===== src/rtl/core/mips_pkg.sv =====
// Shared types and constants for the MIPS32 core: controller states,
// command/status structs, opcode and function codes. No dependencies.
`default_nettype none
package mips_pkg;

  localparam int IN_W  = 48;
  localparam int OUT_W = 176;

  localparam logic [31:0] PC_HALT  = 32'hFFFF_FFFF;
  localparam logic [31:0] SP_RESET = 32'h0100_0000;
  localparam logic [31:0] RA_RESET = 32'hFFFF_FFFF;

  localparam logic [4:0] REG_V0 = 5'd2;
  localparam logic [4:0] REG_SP = 5'd29;
  localparam logic [4:0] REG_RA = 5'd31;

  localparam logic [1:0] FMT_R = 2'd0;
  localparam logic [1:0] FMT_I = 2'd1;
  localparam logic [1:0] FMT_J = 2'd2;

  // opcodes
  localparam logic [5:0] OP_RTYPE = 6'h00;
  localparam logic [5:0] OP_J     = 6'h02;
  localparam logic [5:0] OP_JAL   = 6'h03;
  localparam logic [5:0] OP_BEQ   = 6'h04;
  localparam logic [5:0] OP_BNE   = 6'h05;
  localparam logic [5:0] OP_ADDI  = 6'h08;
  localparam logic [5:0] OP_ADDIU = 6'h09;
  localparam logic [5:0] OP_SLTI  = 6'h0A;
  localparam logic [5:0] OP_SLTIU = 6'h0B;
  localparam logic [5:0] OP_ANDI  = 6'h0C;
  localparam logic [5:0] OP_ORI   = 6'h0D;
  localparam logic [5:0] OP_LUI   = 6'h0F;
  localparam logic [5:0] OP_LB    = 6'h20;
  localparam logic [5:0] OP_LH    = 6'h21;
  localparam logic [5:0] OP_LW    = 6'h23;
  localparam logic [5:0] OP_LBU   = 6'h24;
  localparam logic [5:0] OP_LHU   = 6'h25;
  localparam logic [5:0] OP_SB    = 6'h28;
  localparam logic [5:0] OP_SH    = 6'h29;
  localparam logic [5:0] OP_SW    = 6'h2B;
  localparam logic [5:0] OP_LL    = 6'h30;
  localparam logic [5:0] OP_SC    = 6'h38;

  // R-format function codes
  localparam logic [5:0] FN_SLL  = 6'h00;
  localparam logic [5:0] FN_SRL  = 6'h02;
  localparam logic [5:0] FN_JR   = 6'h08;
  localparam logic [5:0] FN_MUL  = 6'h19;
  localparam logic [5:0] FN_DIV  = 6'h1A;
  localparam logic [5:0] FN_DIVU = 6'h1B;
  localparam logic [5:0] FN_ADD  = 6'h20;
  localparam logic [5:0] FN_ADDU = 6'h21;
  localparam logic [5:0] FN_SUB  = 6'h22;
  localparam logic [5:0] FN_SUBU = 6'h23;
  localparam logic [5:0] FN_AND  = 6'h24;
  localparam logic [5:0] FN_OR   = 6'h25;
  localparam logic [5:0] FN_NOR  = 6'h27;
  localparam logic [5:0] FN_SLT  = 6'h2A;
  localparam logic [5:0] FN_SLTU = 6'h2B;

  typedef enum logic [2:0] {
    S_CLEAR, S_IDLE, S_FETCH, S_DECODE, S_EXEC, S_DIV, S_DONE
  } state_t;

  typedef enum logic [2:0] {
    LD_NONE, LD_WORD, LD_BYTE, LD_BYTEU, LD_HALF, LD_HALFU
  } ld_t;

  typedef enum logic [1:0] {
    SW_NONE, SW_WORD, SW_BYTE, SW_HALF
  } sw_t;

  typedef struct packed {
    logic clear_wr;
    logic accept;
    logic fetch;
    logic decode;
    logic execute;
    logic commit;
  } cmd_t;

  typedef struct packed {
    logic clear_last;
    logic step_req;
    logic div_go;
    logic div_done;
    logic out_free;
  } sts_t;

endpackage
`default_nettype wire


===== src/rtl/core/mips_ctrl.sv =====
// Sequencing state machine of the core: memory clear, accept, fetch,
// decode, execute, divide wait, commit. Depends on mips_pkg.
`default_nettype none
module mips_ctrl
  import mips_pkg::*;
(
  input  wire logic clk,
  input  wire logic rst,
  input  wire logic s_tvalid,
  output logic      s_tready,
  input  wire sts_t sts,
  output cmd_t      cmd
);

  state_t state, state_next;

  always_ff @(posedge clk) begin
    if (rst) state <= S_CLEAR;
    else     state <= state_next;
  end

  always_comb begin
    state_next = state;
    case (state)
      S_CLEAR:  if (sts.clear_last) state_next = S_IDLE;
      S_IDLE:   if (s_tvalid) state_next = sts.step_req ? S_FETCH : S_DONE;
      S_FETCH:  state_next = S_DECODE;
      S_DECODE: state_next = S_EXEC;
      S_EXEC:   state_next = sts.div_go ? S_DIV : S_DONE;
      S_DIV:    if (sts.div_done) state_next = S_DONE;
      S_DONE:   if (sts.out_free) state_next = S_IDLE;
      default:  state_next = S_IDLE;
    endcase
  end

  always_comb begin
    cmd          = '0;
    s_tready     = 1'b0;
    case (state)
      S_CLEAR:  cmd.clear_wr = 1'b1;
      S_IDLE: begin
        s_tready   = 1'b1;
        cmd.accept = s_tvalid;
      end
      S_FETCH:  cmd.fetch   = 1'b1;
      S_DECODE: cmd.decode  = 1'b1;
      S_EXEC:   cmd.execute = 1'b1;
      S_DONE:   cmd.commit  = sts.out_free;
      default:  cmd = '0;
    endcase
  end

endmodule
`default_nettype wire


===== config.mk =====
export PLATFORM = sky130hd
export DESIGN_NAME = mips_ctrl
export DESIGN_NICKNAME = d
export VERILOG_FILES = /design/src/rtl/core/mips_pkg.sv /design/src/rtl/core/mips_ctrl.sv
export SDC_FILE = /design/constraint.sdc
export NUM_CORES = 1
export LEC_CHECK = 0
export ABC_AREA = 0
export BUFFER_PORTS_ARGS = -buffer_cell sky130_fd_sc_hd__buf_2
export CORE_AREA = 5 5 42 44
export CTS_CLUSTER_DIAMETER = 200
export DETAILED_ROUTE_END_ITERATION = 10
export DIE_AREA = 0 0 47 49
export SLEW_MARGIN = 20
export SYNTH_ARGS = -nofsm -noshare
export SYNTH_HDL_FRONTEND = slang
export SYNTH_SLANG_ARGS = --single-unit

===== constraint.sdc =====
create_clock -name clk -period 2.4 [get_ports clk]
set_clock_uncertainty 0.15 [all_clocks]
set_input_delay 0.12 -clock clk [delete_from_list [all_inputs] [get_ports clk]]
set_output_delay 0.12 -clock clk [all_outputs]
set_load 0.03 [all_outputs]

# ---- Word-level counts from Yosys, hierarchy flattened
# Cells that the tools add are included.
dict set report word_totals {
  regBits 3
  word_cells 27
  out_inout_bits 7
  in_bits 8
}
dict set report classes {
  mux 14
  n_reduce_logical 2
  n_eq_ne 10
}
# op n
set ops {}
lappend ops {{3-bit case mux with 7 select lines} 1}
lappend ops {{3-bit two-way mux} 5}
lappend ops {{3-bit equality test (second input constant)} 3}
lappend ops {{2-bit != test (second input constant)} 4}
lappend ops {{1-bit two-way mux} 7}
lappend ops {{3-bit by 2-bit equality test with 1-bit output (second input constant)} 2}
lappend ops {{4-bit AND reduction} 1}
lappend ops {{3-bit by 1-bit equality test with 1-bit output (second input constant)} 1}
lappend ops {{3-bit zero test} 1}
lappend ops {{2-bit two-way mux} 1}

# ---- Depth between registers and ports, before layout
# Gate-level depths: netlist of run 1.
dict set report depth {
  word_depth 3
  mapped_depth 7
  ltp_nobuf 6
}

# ---- Worst setup path before layout of run 1
# No wires, ideal clock.
dict set report synth_path {
  path_kind {register to output}
  from {reg state[1]}
  to {out cmd[4] (netlist bit)}
  arrival_time_ns 1.577
  setup_slack_ns 0.553
  path_buffers 1
  required_time_ns 2.130
  stages_incl_launch_ff 5
  cell_sequence {dfxtp_1 -> buf_2 -> or2b_1 -> nor2_1 -> and2_1}
}
# element line_no
set synth_rtl {}
lappend synth_rtl {{start: declaration} mips_ctrl.sv:15} ;# state_t state, state_next;
lappend synth_rtl {{start signal: assignment} mips_ctrl.sv:19} ;# else state <= state_next;
lappend synth_rtl {{end: declaration} mips_ctrl.sv:12} ;# output cmd_t cmd

==> results of run 1 <==
-- how the worst max path moves through the flow --
stage | slack (ps) | to | start | cells past startpoint
after floorplan | 550 | cmd[4] | state[1] | 4
after global placement | 780 | state[2] | state[2] | 5
after detailed placement | 740 | state[2] | state[2] | 5
after CTS | 570 | cmd[4] | state[0] | 4
after global routing | 420 | cmd[4] | state[0] | 4
final | 590 | cmd[4] | state[0] | 4
-- what timing repair did --
item                      CTS  global route
gates resized for setup     0             0
hold endpoints to repair    3             0
hold buffers                1             0
-- critical path: stages (launching register included) --
cell and delay, ps:
dfxtp_1 500, or2b_1 320, nor2_1 160, and2_1 140, buf_2 180
-- logic make-up (layout without fill, tap and decap cells) --
kind of cell | count (synthesis) | after routing
AND/OR/NAND/NOR | 22 | 22
AO/OA/AOI/OAI | 9 | 9
buffers and inverters | 4 | 22
flip-flops | 3 | 3
multiplexers | 2 | 2
adder cells (fa/ha/maj) | 1 | 1
-- cells in the mapped netlist (all sizes together) --
| master | n |
|---|---|
| a21oi | 2 |
| a222oi | 1 |
| a311oi | 1 |
| and2 | 1 |
| and4b | 1 |
| buf | 2 |
| clkbuf | 1 |
| dfxtp | 3 |
| ha | 1 |
| inv | 1 |
| mux2 | 1 |
| mux2i | 1 |
| nand2 | 1 |
| nand2b | 4 |
| nand4bb | 1 |
| nor2 | 5 |
| nor2b | 1 |
| nor3 | 3 |
| nor3b | 3 |
| o211a | 1 |
| o21a | 1 |
| o21ai | 2 |
| o31ai | 1 |
| or2b | 1 |
| or4 | 1 |
-- placed cells by master, fill, tap and decap left out, types with 2 or more instances in the layout --
master,count
o21ai_0,2
a21oi_1,2
buf_2,14
dfxtp_1,3
nand2b_1,4
nor3b_1,3
nor3_1,3
clkbuf_4,3
nor2_1,5
buf_4,2
-- report_power, final --
part / switching, W / internal, W
clock: 0.0000237 / 0.0000622
combinational: 0.000178 / 0.000128
sequential: 0.0000288 / 0.0000660
total: 0.000231 / 0.000257
-- area by class of cell --
class,instances,area [um2]
Fill cell,162,961
Multi-Input combinational cell,34,235
Timing Repair Buffer,17,95.1
Sequential cell,3,60.1
Clock buffer,4,26.3
Tap cell,16,20.0
Inverter,1,3.75
-- metrics by stage --
step | worst slack, ps | instance area, um2
6_report | 592 | 440
5_1_grt | 421 | 440
4_1_cts | 572 | 440
3_5_place_dp | 736 | 404
3_3_place_gp | 781 | 404
2_1_floorplan | 553 | 319
-- routing by layer --
metal  GRT usage (%)  routed length [um]  vias to the layer above  part of all wire, %
met1            8.53                 351                      157                   43
li1                -                   -                      187                    -
met5               0                   0                        -                    0
met2            11.5                 399                        9                   49
met3            3.69                  65                        0                  8.0
met4            4.15                   0                        0                    0
==> summary.txt, run 1 <==
ratio of cells with drive above 1 in the final layout -> 37.3%
fin util -> 31.4%
Final HPWL DP -> 633 um
Yosys top cell by area -> dfxtp_1
routed len/inst -> 10.9 um
Total GRT Usage -> 7.67%
crit path kind -> reg2out
hold path startpoint -> sts[3]
initial antenna violation count -> 0
CTS Buffer Depth -> 2
Syn Area/Cell -> 7.78 um2
final net count -> 69
reg2reg start -> state[2]
Largest register FFs -> 3
Power, Total -> 0.000487 W
IO Port Bufs -> 14
area grow syn2layout -> 38.0%
Largest regs -> state: 3 flops
Cell variety after synth -> 26
Worst-Skew Late Latency -> 230 ps
Root Driver -> clkbuf_4
mux share of post-synthesis cell area -> 6.67%
Critical R2R Capture -> state[2]
IO Count -> 15
MaxCap Viol Count -> 0
RSZ-0062 raised after global routing -> no
Startpoint Class -> flop
Vias -> 353
Yosys reg bits -> 3
Largest Register -> state
vias per cell -> 4.71
Simple-Gate Fraction of Synth Area -> 43.1%
Critical Path AT -> 1540 ps
largest net degree at the start of global routing -> 12
Initial Util -> 22.8%
sequential area share after synthesis -> 18.8%
CP required -> 2130 ps
number of antenna cells inserted -> 0
grt ovf -> 0
CP endpoint kind -> output port
Max-slew headroom -> 78.1%
# DRC -> 0
Sink Count -> 3
Mapped Nets -> 50
Synth Area in Compound Gates -> 20.0%
Fin Hold WS -> 109 ps
reg-to-reg slack, setup -> 740 ps
Tcrit/Tclk final -> 75.3%
Slew Limit Fails -> 0
Setup violations, final -> 0
core area -> 1400 um2
Die X-Extent -> 47 um
first-pass GRT wire length -> 1280 um
Post-Syn Area -> 319 um2
setup bufs post-CTS -> 0
Worst Hold Depth -> 4
Post-Route WL -> 816 um
Post-Layout Cell Count -> 75
Post-Place Cells -> 70
Setup TNS -> 0 ps
post-route ant nets -> 0
Initial DRC Count -> 15
CTS buffer count -> 3
pwr dens -> 1110 nW/um2
Syn Inst Count -> 41
Die ar. -> 2300 um2
Final min period -> 1810 ps
status -> finished clean
CP max FO -> 11
Synth area leaders -> dfxtp_1 (19%), nand2b_1 (7.8%), nor3b_1 (7.1%)
RD Place Congestion -> 0.763
worst-margin pin slew -> 328 ps
Site Rows -> 14
R2R depth -> 5
Worst-path clk slew -> 40 ps
largest family of logic cells by synthesized area -> simple AND/OR/NAND/NOR gates
TritonCTS clock tree -> yes
Max VDD drop -> 0.419 mV
LEAKAGE -> 0.203 nW
Fin. Hold Viols -> 0
hold endpoint -> state[2]
Synth Area in Adders -> 3.92%
die height -> 49 um
number of iterations in the first detailed-routing pass -> 4
achievable frequency -> 0.553 GHz
Synth Area in XOR/XNOR -> 0%
Hold Crit Class -> in2reg
number of global-route vias before repair -> 323
area share of the largest cell type after synthesis -> 18.8%
H-Tree Depth -> 1
warnings from Yosys -> 0
Power figures use the tool's default switching activity.
==> run 2, diff against run 1 <==
clock period = 1.7 ns   (was 2.4 ns; I/O delays follow)
==> summary.txt, run 2 (synthesis results as in run 1) <==
status -> finished clean
pwr dens -> 1590 nW/um2 (+43%)
commonest non-fill, non-tap cell in the layout -> buf_2
hold path startpoint -> sts[0]
Max-slew headroom -> 82.0% (+4.0 points)
Setup TNS -> 0 ps (unchanged)
Worst-Skew Late Latency -> 230 ps (about the same)
Die X-Extent -> 47 um (unchanged)
# DRC -> 0 (unchanged)
Initial Util -> 22.8% (unchanged)
Final min period -> 1610 ps
initial antenna violation count -> 0 (unchanged)
Die ar. -> 2300 um2 (unchanged)
TritonCTS clock tree -> yes
commonest non-fill, non-tap cells in the layout -> buf_2 (13), nand2b_1 (4), nor2_1 (4), clkbuf_4 (4), buf_4 (4)
Final HPWL DP -> 665 um (+5.0%)
Slew Limit Fails -> 0 (unchanged)
Startpoint Class -> flop
CP required -> 1460 ps (-670 ps)
vias per cell -> 5.00 (+6.2%)
number of antenna cells inserted -> 0 (unchanged)
Fin Hold WS -> 76.0 ps (-32.6 ps)
number of iterations in the first detailed-routing pass -> 4 (unchanged)
Sink Count -> 3 (unchanged)
CTS Buffer Depth -> 2 (unchanged)
Critical Path AT -> 1380 ps (-160 ps)
Initial DRC Count -> 11 (-4)
Largest register FFs -> 3 (unchanged)
Tcrit/Tclk final -> 95.0%
achievable frequency -> 0.620 GHz
first-pass GRT wire length -> 1230 um (-4.3%)
CP endpoint kind -> output port
LEAKAGE -> 0.217 nW (+6.7%)
Total GRT Usage -> 7.39% (-0.28 points)
Max VDD drop -> 0.688 mV (+64%)
Largest Register -> state
H-Tree Depth -> 1 (unchanged)
reg2reg start -> state[1]
post-route ant nets -> 0 (unchanged)
worst setup path startpoint -> state[0]
final net count -> 71 (+2.9%)
number of global-route vias before repair -> 278 (-14%)
die height -> 49 um (unchanged)
Vias -> 385 (+9.1%)
routed len/inst -> 11.5 um (+5.5%)
Worst-path clk slew -> 30 ps (about the same)
Post-Route WL -> 884 um (+8.3%)
Root Driver -> clkbuf_4
Site Rows -> 14 (unchanged)
MaxCap Viol Count -> 0 (unchanged)
crit path kind -> reg2out
area grow syn2layout -> 51.4%
Hold Crit Class -> in2reg
CTS buffer count -> 3 (unchanged)
setup ws final -> 85.8 ps (-506 ps)
Largest regs -> state: 3 flops
CP max FO -> 7 (-4)
core area -> 1400 um2 (unchanged)
IO Port Bufs -> 14 (unchanged)
FILL cells -> 165 (+1.9%)
RD Place Congestion -> 0.714 (-6.4%)
worst-margin pin slew -> 269 ps (-58.9 ps)
IO Count -> 15 (unchanged)
Fin. Hold Viols -> 0 (unchanged)
Setup violations, final -> 0 (unchanged)
ratio of cells with drive above 1 in the final layout -> 45.9% (+8.6 points)
largest net degree at the start of global routing -> 12 (unchanged)
grt ovf -> 0 (unchanged)
worst slack, placed -> 14.7 ps (-721 ps)
-- run 2: final timing paths --
kind	to	slack (ps)	depth (start not counted)
worst max-delay path	cmd[4]	90	4
worst min-delay path	state[1]	80	3
worst max register to register	state[2]	110	5
worst min register to register	state[1]	580	3
-- run 2: layout make-up --
type	count	area, um2	area share, %
inverters	1	3.75	0.777
clock buffers	4	26.3	5.44
repair buffers	19	113	23.3
flip-flops and latches	3	61.3	12.7
multi-input cells	34	259	53.6
well taps	16	20.0	4.15
-- run 2: metal layers --
layer	up-vias	GRT usage (%)	wire, um
met5	-	0	0
li1	193	-	-
met4	0	4.15	0
met3	0	3.69	52
met1	182	10.5	418
met2	10	8.60	413
-- run 2: what timing repair did --
action                                 4_1_cts  5_1_grt
setup endpoints to repair                    0        2
hold buffers                                 1        0
setup buffers                                0        0
resized for setup                            0        6
endpoints found under the hold margin        3        0
-- run 2: power by group --
part	internal [W]	switching [W]	total (W)
logic	0.000232	0.000284	0.000516
registers	0.0000944	0.0000340	0.000128
clock network	0.0000877	0.0000338	0.000122
-- run 2: metrics by stage --
stage | cells | power (W) | area (um2) | util, %
2_1_floorplan | 41 | 0.000490 | 324 | -
3_3_place_gp | 72 | 0.000595 | 422 | 30.1
3_5_place_dp | 72 | 0.000596 | 422 | 30.1
4_1_cts | 77 | 0.000727 | 458 | 32.7
5_1_grt | 77 | 0.000833 | 483 | 34.5
6_report | 77 | 0.000766 | 483 | 34.5
-- run 2: critical path: stages (launching register included) --
cell	delay, ps
dfxtp_1	430
or2b_4	330
nor2_4	90
and2_1	120
clkbuf_4	180
==> run 3, diff against run 2 <==
clock period = 1.9 ns   (was 1.7 ns; I/O delays follow)
==> summary.txt, run 3 (synthesis results as in run 1) <==
status -> finished clean
Final HPWL DP -> 607 um (-8.6%)
pwr dens -> 1390 nW/um2 (-12%)
cell family with most CP delay -> simple AND/OR/NAND/NOR gates
Fin. Hold Viols -> 0 (unchanged)
number of antenna cells inserted -> 0 (unchanged)
critical path, cell by cell -> or2b_1, nor2_1, and2_1, buf_2
area grow syn2layout -> 42.4%
Design Area, Final -> 454 um2 (-6.0%)
Vias -> 338 (-12%)
MaxCap Viol Count -> 0 (unchanged)
routed len/inst -> 10.4 um (-9.8%)
achievable frequency -> 0.595 GHz
grt ovf -> 0 (unchanged)
CP required -> 1650 ps (+190 ps)
LEAKAGE -> 0.204 nW (-5.9%)
Initial DRC Count -> 7 (-4)
vias per cell -> 4.51 (-9.9%)
Max-slew headroom -> 77.2% (-4.8 points)
fin util -> 32.4% (-2.1 points)
Slowest Stage Delay on Critical Path -> 410 ps (-20 ps)
die height -> 49 um (unchanged)
final net count -> 69 (-2.8%)
commonest non-fill, non-tap cell in the layout -> buf_2
post-route ant nets -> 0 (unchanged)
Die ar. -> 2300 um2 (unchanged)
slowest CP cell -> dfxtp_2
Initial Util -> 22.8% (unchanged)
Total GRT Usage -> 7.46% (+0.070 points)
core area -> 1400 um2 (unchanged)
CP max FO -> 11 (+4)
Site Rows -> 14 (unchanged)
Largest regs -> state: 3 flops
Hold Crit Class -> in2reg
Post-Route WL -> 777 um (-12%)
first-pass GRT wire length -> 1280 um (+3.9%)
Largest register FFs -> 3 (unchanged)
RD Place Congestion -> 0.756 (+5.9%)
area post-placement -> 404 um2 (-4.2%)
Worst-path clk slew -> 40 ps (about the same)
Bufs and invs on worst path -> 1 (unchanged)
Final min period -> 1680 ps
# DRC -> 0 (unchanged)
Root Driver -> clkbuf_4
Sink Count -> 3 (unchanged)
setup bufs post-CTS -> 0 (unchanged)
commonest non-fill, non-tap cells in the layout -> buf_2 (14), nor2_1 (5), nand2b_1 (4)
Slew Limit Fails -> 0 (unchanged)
FILL cells -> 163 (-1.2%)
IO Port Bufs -> 14 (unchanged)
Worst-Skew Late Latency -> 230 ps (about the same)
Critical Path AT -> 1440 ps (+60 ps)
initial antenna violation count -> 0 (unchanged)
Setup TNS -> 0 ps (unchanged)
ratio of cells with drive above 1 in the final layout -> 40.7% (-5.2 points)
IO Count -> 15 (unchanged)
CTS Buffer Depth -> 2 (unchanged)
Startpoint Class -> flop
worst-margin pin slew -> 341 ps (+72.0 ps)
H-Tree Depth -> 1 (unchanged)
number of iterations in the first detailed-routing pass -> 4 (unchanged)
Setup violations, final -> 0 (unchanged)
crit path kind -> reg2out
TritonCTS clock tree -> yes
number of global-route vias before repair -> 351 (+26%)
CP endpoint kind -> output port
Max VDD drop -> 0.463 mV (-33%)
Largest Register -> state
largest net degree at the start of global routing -> 12 (unchanged)
CTS buffer count -> 3 (unchanged)
RSZ-0062 raised after global routing -> no
Tcrit/Tclk final -> 88.5%
Die X-Extent -> 47 um (unchanged)
==> run 3: timing repair <==
| action | 4_1_cts | 5_1_grt |
|---|---|---|
| hold buffers | 1 | 0 |
| setup endpoints to repair | 0 | 2 |
| endpoints found under the hold margin | 3 | 0 |
| resized for setup | 0 | 2 |
==> run 3: cell type report <==
| class | instances | area (um2) | share of cell area [%] |
|---|---|---|---|
| Multi-Input combinational cell | 34 | 248 | 54.5 |
| Timing Repair Buffer | 17 | 95.1 | 20.9 |
| Sequential cell | 3 | 61.3 | 13.5 |
| Clock buffer | 4 | 26.3 | 5.79 |
| Tap cell | 16 | 20.0 | 4.41 |
| Inverter | 1 | 3.75 | 0.826 |
==> run 3: path summary, 6_finish.rpt <==
path	depth (start not counted)	endpoint	from	slack (ps)
worst min register to register	2	state[1]	state[1]	470
worst max register to register	5	state[2]	state[2]	240
worst max-delay path	4	cmd[4]	state[0]	220
worst min-delay path	3	state[1]	sts[0]	80
==> run 3: report_power, final <==
part           leakage (nW)  switching (W)  total [W]  internal, W
Sequential           0.0249      0.0000433   0.000129    0.0000859
Clock                0.0150      0.0000311   0.000110    0.0000786
Combinational         0.164       0.000219   0.000394     0.000175
Total                 0.204       0.000293   0.000632     0.000339
==> run 3: metrics by stage <==
step                setup WS (ps)  std cells  hold slack (ps)  power [W]
floorplan                    77.9         41             14.1   0.000431
detailed placement            142         70              146   0.000506
global route                 69.0         75             96.0   0.000701
CTS                          97.9         75             71.7   0.000623
finish                        219         75             79.6   0.000632
global placement              173         70              143   0.000504
==> run 3: worst min-delay path: stages <==
cell and delay (ps):
buf_2 80, nand4bb_1 150, a21oi_1 80
==> run 3: routing by layer <==
metal | track usage [%] | wire length [um]
met1 | 8.11 | 323
met2 | 11.8 | 401
met3 | 1.85 | 51
met4 | 5.53 | 0
met5 | 0 | 0
